### src/hdl/lats_pkg.sv
`default_nettype none

package lats_pkg;

    localparam int OUT_WIDTH     = 49;
    localparam int BIRTH_COUNT   = 3;
    localparam int SURVIVE_COUNT = 2;

    typedef enum logic {
        ACT_STEP = 1'b0,
        ACT_LOAD = 1'b1
    } lats_action_t;

    typedef struct packed {
        logic [OUT_WIDTH-1:0] board;
        logic                 restarted;
    } lats_result_t;

endpackage

`default_nettype wire

### src/hdl/life_automaton_torus_step_top.sv
`default_nettype none

// channel   direction  handshake             payload
// in        input      in_valid / in_stall   action, fill_pattern
// out       output     out_valid / out_stall board_now, restarted
//
// one item per cycle unless stalled; result held in out/skid reg
// the whole board updates in one pass from the board register
// reset clears the board to all dead and empties the output stages
// a skid register holds one extra result, so input stalls only when
// both the output and skid registers are full

module life_automaton_torus_step_top
    import lats_pkg::*;
#(
    parameter int GRID_SIZE = 7
)
(
    input  wire logic                 clk,
    input  wire logic                 rst_n,
    input  wire logic                 in_valid,
    output logic                      in_stall,
    input  wire logic                 action,
    input  wire logic [OUT_WIDTH-1:0] fill_pattern,
    output logic                      out_valid,
    input  wire logic                 out_stall,
    output logic      [OUT_WIDTH-1:0] board_now,
    output logic                      restarted
);

    localparam int CELL_COUNT = GRID_SIZE * GRID_SIZE;
    localparam int FILL_BITS  = (CELL_COUNT < OUT_WIDTH) ? CELL_COUNT : OUT_WIDTH;

    logic [CELL_COUNT-1:0] board_reg, board_next;
    logic [CELL_COUNT-1:0] gen_board;
    logic [CELL_COUNT-1:0] fill_cells;
    logic                  in_xfer;
    logic                  stagnant;
    lats_result_t          result;
    lats_result_t          out_reg, out_next;
    lats_result_t          skid_reg, skid_next;
    logic                  out_valid_reg, out_valid_next;
    logic                  skid_valid_reg, skid_valid_next;

    lats_gen #(
        .GRID_SIZE (GRID_SIZE)
    ) u_gen (
        .board      (board_reg),
        .board_next (gen_board)
    );

    assign in_stall   = skid_valid_reg;
    assign in_xfer    = in_valid && !in_stall;
    assign fill_cells = CELL_COUNT'(fill_pattern[FILL_BITS-1:0]);
    assign stagnant   = (gen_board == board_reg);

    // next board and result for the current input
    always_comb
    begin
        board_next       = board_reg;
        result.restarted = 1'b0;
        if (in_xfer)
        begin
            if (action == ACT_LOAD)
            begin
                board_next = fill_cells;
            end
            else if (stagnant)
            begin
                board_next       = fill_cells;
                result.restarted = 1'b1;
            end
            else
            begin
                board_next = gen_board;
            end
        end
        result.board = OUT_WIDTH'(board_next[FILL_BITS-1:0]);
    end

    // output register with skid stage
    always_comb
    begin
        out_next        = out_reg;
        out_valid_next  = out_valid_reg;
        skid_next       = skid_reg;
        skid_valid_next = skid_valid_reg;
        if (!out_valid_reg || !out_stall)
        begin
            if (skid_valid_reg)
            begin
                out_next        = skid_reg;
                out_valid_next  = 1'b1;
                skid_valid_next = 1'b0;
            end
            else
            begin
                out_next       = result;
                out_valid_next = in_xfer;
            end
        end
        else if (in_xfer)
        begin
            skid_next       = result;
            skid_valid_next = 1'b1;
        end
    end

    always_ff @(posedge clk or negedge rst_n)
    begin
        if (!rst_n)
        begin
            board_reg      <= '0;
            out_valid_reg  <= 1'b0;
            skid_valid_reg <= 1'b0;
        end
        else
        begin
            board_reg      <= board_next;
            out_valid_reg  <= out_valid_next;
            skid_valid_reg <= skid_valid_next;
        end
    end

    always_ff @(posedge clk)
    begin
        out_reg  <= out_next;
        skid_reg <= skid_next;
    end

    assign out_valid = out_valid_reg;
    assign board_now = out_reg.board;
    assign restarted = out_reg.restarted;

    a_skid_needs_out: assert property (@(posedge clk) disable iff (!rst_n)
        skid_valid_reg |-> out_valid_reg)
        else $error("skid register full while output register empty");

    a_load_board: assert property (@(posedge clk) disable iff (!rst_n)
        in_xfer && (action == ACT_LOAD) |=> board_reg == $past(fill_cells))
        else $error("load did not place fill pattern on board");

    a_step_changes: assert property (@(posedge clk) disable iff (!rst_n)
        in_xfer && (action == ACT_STEP) && !stagnant |=> board_reg != $past(board_reg))
        else $error("non-stagnant step left board unchanged");

    a_xfer_fills_out: assert property (@(posedge clk) disable iff (!rst_n)
        in_xfer |=> out_valid_reg)
        else $error("accepted item produced no pending result");

endmodule

`default_nettype wire

### src/hdl/lats_gen.sv
`default_nettype none

module lats_gen
    import lats_pkg::*;
#(
    parameter int GRID_SIZE = 7
)
(
    input  wire logic [GRID_SIZE*GRID_SIZE-1:0] board,
    output logic      [GRID_SIZE*GRID_SIZE-1:0] board_next
);

    genvar r, c;

    generate
        for (r = 0; r < GRID_SIZE; r++)
        begin : g_row
            localparam int UP = (r + GRID_SIZE - 1) % GRID_SIZE;
            localparam int DN = (r + 1) % GRID_SIZE;
            for (c = 0; c < GRID_SIZE; c++)
            begin : g_col
                localparam int LF = (c + GRID_SIZE - 1) % GRID_SIZE;
                localparam int RT = (c + 1) % GRID_SIZE;
                logic [3:0] count;

                assign count = 4'(board[UP*GRID_SIZE + LF]) + 4'(board[UP*GRID_SIZE + c])
                             + 4'(board[UP*GRID_SIZE + RT]) + 4'(board[r*GRID_SIZE + LF])
                             + 4'(board[r*GRID_SIZE + RT])  + 4'(board[DN*GRID_SIZE + LF])
                             + 4'(board[DN*GRID_SIZE + c])  + 4'(board[DN*GRID_SIZE + RT]);

                assign board_next[r*GRID_SIZE + c] =
                    (count == 4'(BIRTH_COUNT)) ||
                    (board[r*GRID_SIZE + c] && (count == 4'(SURVIVE_COUNT)));
            end
        end
    endgenerate

endmodule

`default_nettype wire

### config.mk
export PLATFORM = sky130hd
export DESIGN_NAME = life_automaton_torus_step_top
export DESIGN_NICKNAME = d
export VERILOG_FILES = /design/src/hdl/lats_pkg.sv /design/src/hdl/life_automaton_torus_step_top.sv /design/src/hdl/lats_gen.sv
export SDC_FILE = /design/constraint.sdc
export NUM_CORES = 1
export LEC_CHECK = 0
export BUFFER_PORTS_ARGS = -buffer_cell sky130_fd_sc_hd__buf_4
export CAP_MARGIN = 5
export CORE_MARGIN = 5
export CORE_UTILIZATION = 30
export DETAILED_ROUTE_END_ITERATION = 10
export HOLD_SLACK_MARGIN = 0.1
export PLACE_DENSITY = 0.47
export SLEW_MARGIN = 40
export SYNTH_ARGS = -nofsm -noshare
export SYNTH_HDL_FRONTEND = slang
export SYNTH_SLANG_ARGS = --single-unit
### constraint.sdc
create_clock -name clk -period 7.6 [get_ports clk]
set_input_delay 0.76 -clock clk [delete_from_list [all_inputs] [get_ports clk]]
set_output_delay 0.76 -clock clk [all_outputs]
set_load 0.1 [all_outputs]
==> out/metrics.yaml <==
status: "complete, no violations"
numPortBuffers: 105
numClockSinks: 151
gr-max-usage-layer: "met2"
row_count: 87
synth_nets: 2205
crit_top_cell: "fa_1"
cp.required_ps: 7900
area_growth_syn_to_layout_pct: 14.8
cts_tree: "built"
grt_use_total: 0.214
holdCritPathClass: "primary input to async pin"
postCtsSetupBuffers: 0
synth_seq_cells: 151
crit_fanout: 30
worst_slew_pin_slew_ps: 933
async_flop_share: 0.338
synth_area_sq_um: 17200
setup_viol: 0
synth_edf_count: 100
drive_above_1_share: 0.109
diodes: 0
die_w_microns: 249
crit_path_start: "board_reg[10]$_DFF_PN0_"
grt_pass1_vias: 14500
first_pass_iters: 5
final_common_cell: "inv_1"
cap_violations: 0
skew_ps: 19.1
fmax_mhz: 149
clk_path_buf_depth: 2
use_met1: 0.296
hold_slack_ps: 285
die_height_microns: 249
drt_wl_total_microns: 66700
crit_slowest_cell: "dfrtp_1"
cts_resized: 0
worstSetupPathType: "register to register"
cts_buffers: 17
coreArea_sq_um: 56600
ios: 106
use_met3: 0.0469
ys.flop_type: "edfxtp_1"
wl_per_cell_microns: 24.7
viasPerCell: 5.23
ys_warn_count: 0
grt_util_met2: 0.336
antenna_found_initial: 2
vias: 14100
place_hpwl_microns: 53300
syn_inst: 1808
htreeDepth: 4
regToRegSetupSlack_ps: 910
arrival_ps: 6990
drt-initial-drc-count: 1156
avgSynthCellArea_sq_um: 9.51
route.detailed.drc: 0
finalMaxSlewViolations: 0
layout_min_cycle_time_ps: 6690
rsz0062_at_grt: "false"
cts_hold_buf: 0
dieArea_sq_um: 62200
crit_chain: "inv_1, fa_1, fa_1, inv_1, fa_1, inv_1, fa_1, nor4b_2, a22oi_1, a22oi_1, o211ai_1, or4_1, or4_1, buf_4, nor2_1, nor2_1, a211oi_1"
finalNonFillerCells: 2700
layout.cells.most_common_list: "inv_1, fa_1, buf_4"
finalHoldViolCount: 0
gr-total-overflow: 0
post-synth-top-area-cell: "fa_1"
clock_latency_ps: 490
worst_setup_path_end_kind: "register"
yosys.area.top_type_share: 0.228
grt_max_degree: 60
slowest_delay_ps: 780
maxSlewHeadroom: 0.376
crit_family: "simple AND/OR/NAND/NOR gates"
grt_pass1_wl_microns: 98200
ys_seq_area_frac: 0.249
period_share: 0.880
antenna_left: 0
gp_congestion: 0.937
tns_ps: 0
crit_buf_inv: 4
synthTopCellsByArea: "fa_1, edfxtp_1, ha_1"
largest_reg_flops: 50
synth_cell_types: 74
dp.cells: 2668
fillerInstances: 5907
reg2reg_from: "board_reg[10]$_DFF_PN0_"
initial_core_util: 0.304
path_clk_slew_ps: 80
layout.nets: 2328
critPathLaunchType: "register"
cts_root_buf: "clkbuf_16"
worst register-to-register path, cell delays in order, from the launching register on:
cell,delay [ps]
dfrtp_1,780
inv_1,360
fa_1,580
fa_1,510
inv_1,50
fa_1,380
inv_1,80
fa_1,440
nor4b_2,340
a22oi_1,180
a22oi_1,360
o211ai_1,160
or4_1,470
or4_1,590
buf_4,310
nor2_1,320
nor2_1,290
a211oi_1,310
cell usage after synthesis, types with 11 or more instances:
| cell | count |
|---|---|
| nor3_1 | 25 |
| mux2i_1 | 66 |
| a22oi_1 | 11 |
| a211oi_1 | 24 |
| o21ai_0 | 110 |
| a31oi_1 | 11 |
| inv_1 | 366 |
| a21boi_1 | 13 |
| o311ai_0 | 26 |
| nand3_1 | 30 |
| fa_1 | 196 |
| nor4b_1 | 13 |
| nand4_1 | 18 |
| clkbuf_1 | 37 |
| edfxtp_1 | 100 |
| nand2_1 | 111 |
| dfrtp_1 | 51 |
| nand3b_1 | 13 |
| o21ai_1 | 40 |
| ha_1 | 147 |
| a2bb2oi_1 | 15 |
| nor3b_1 | 43 |
| o311a_1 | 13 |
| nand2b_1 | 18 |
| nor2b_1 | 29 |
| a21oi_1 | 35 |
| nor2_1 | 117 |
metrics by stage:
step           utilization  setup slack (ps)  cell area, sq um
5_1_grt              0.349               621             19700
6_report             0.349               909             19700
3_3_place_gp         0.338              1040             19100
3_5_place_dp         0.338               917             19200
2_1_floorplan            -              2130             17200
4_1_cts              0.349               886             19700
worst paths after layout:
check	to	depth (start not counted)
min	out_valid$_DFFE_PN0N_	1
min in group clk	board_now[6]$_DFFE_PN_	2
max in group asynchronous	board_reg[6]$_DFF_PN0_	1
max reg2reg	board_now[15]$_DFFE_PN_	17
min reg2reg	board_now[6]$_DFFE_PN_	2
max	board_now[15]$_DFFE_PN_	17
layout make-up:
class	count	area, sq um	area share
Inverter	366	1370	0.0696
Clock buffer	20	437	0.0221
Sequential cell	151	4280	0.217
Timing Repair Buffer	155	1210	0.0614
Multi-Input combinational cell	1240	11300	0.575
Tap cell	756	946	0.0479
Clock inverter	12	153	0.00773
per-layer routing:
metal | up-vias | part of all wire | wire [microns]
met5 | - | 0.00015 | 10
met4 | 2 | 0.030 | 2010
met3 | 84 | 0.069 | 4600
met2 | 475 | 0.45 | 30300
met1 | 7125 | 0.45 | 29700
li1 | 6432 | - | -
logic make-up (layout without fill, tap and decap cells):
kind of cell | Yosys count | count (layout) | synth area share
compound gates | 362 | 362 | 0.139
flops | 151 | 151 | 0.249
buf+inv | 417 | 553 | 0.0940
fa+ha+maj | 343 | 343 | 0.335
xor+xnor | 2 | 2 | 0.00102
simple gates | 459 | 459 | 0.138
mux | 74 | 74 | 0.0436
Power is not shown: default switching activity piles up to over one toggle a cycle in this logic, so the estimate is an artifact.
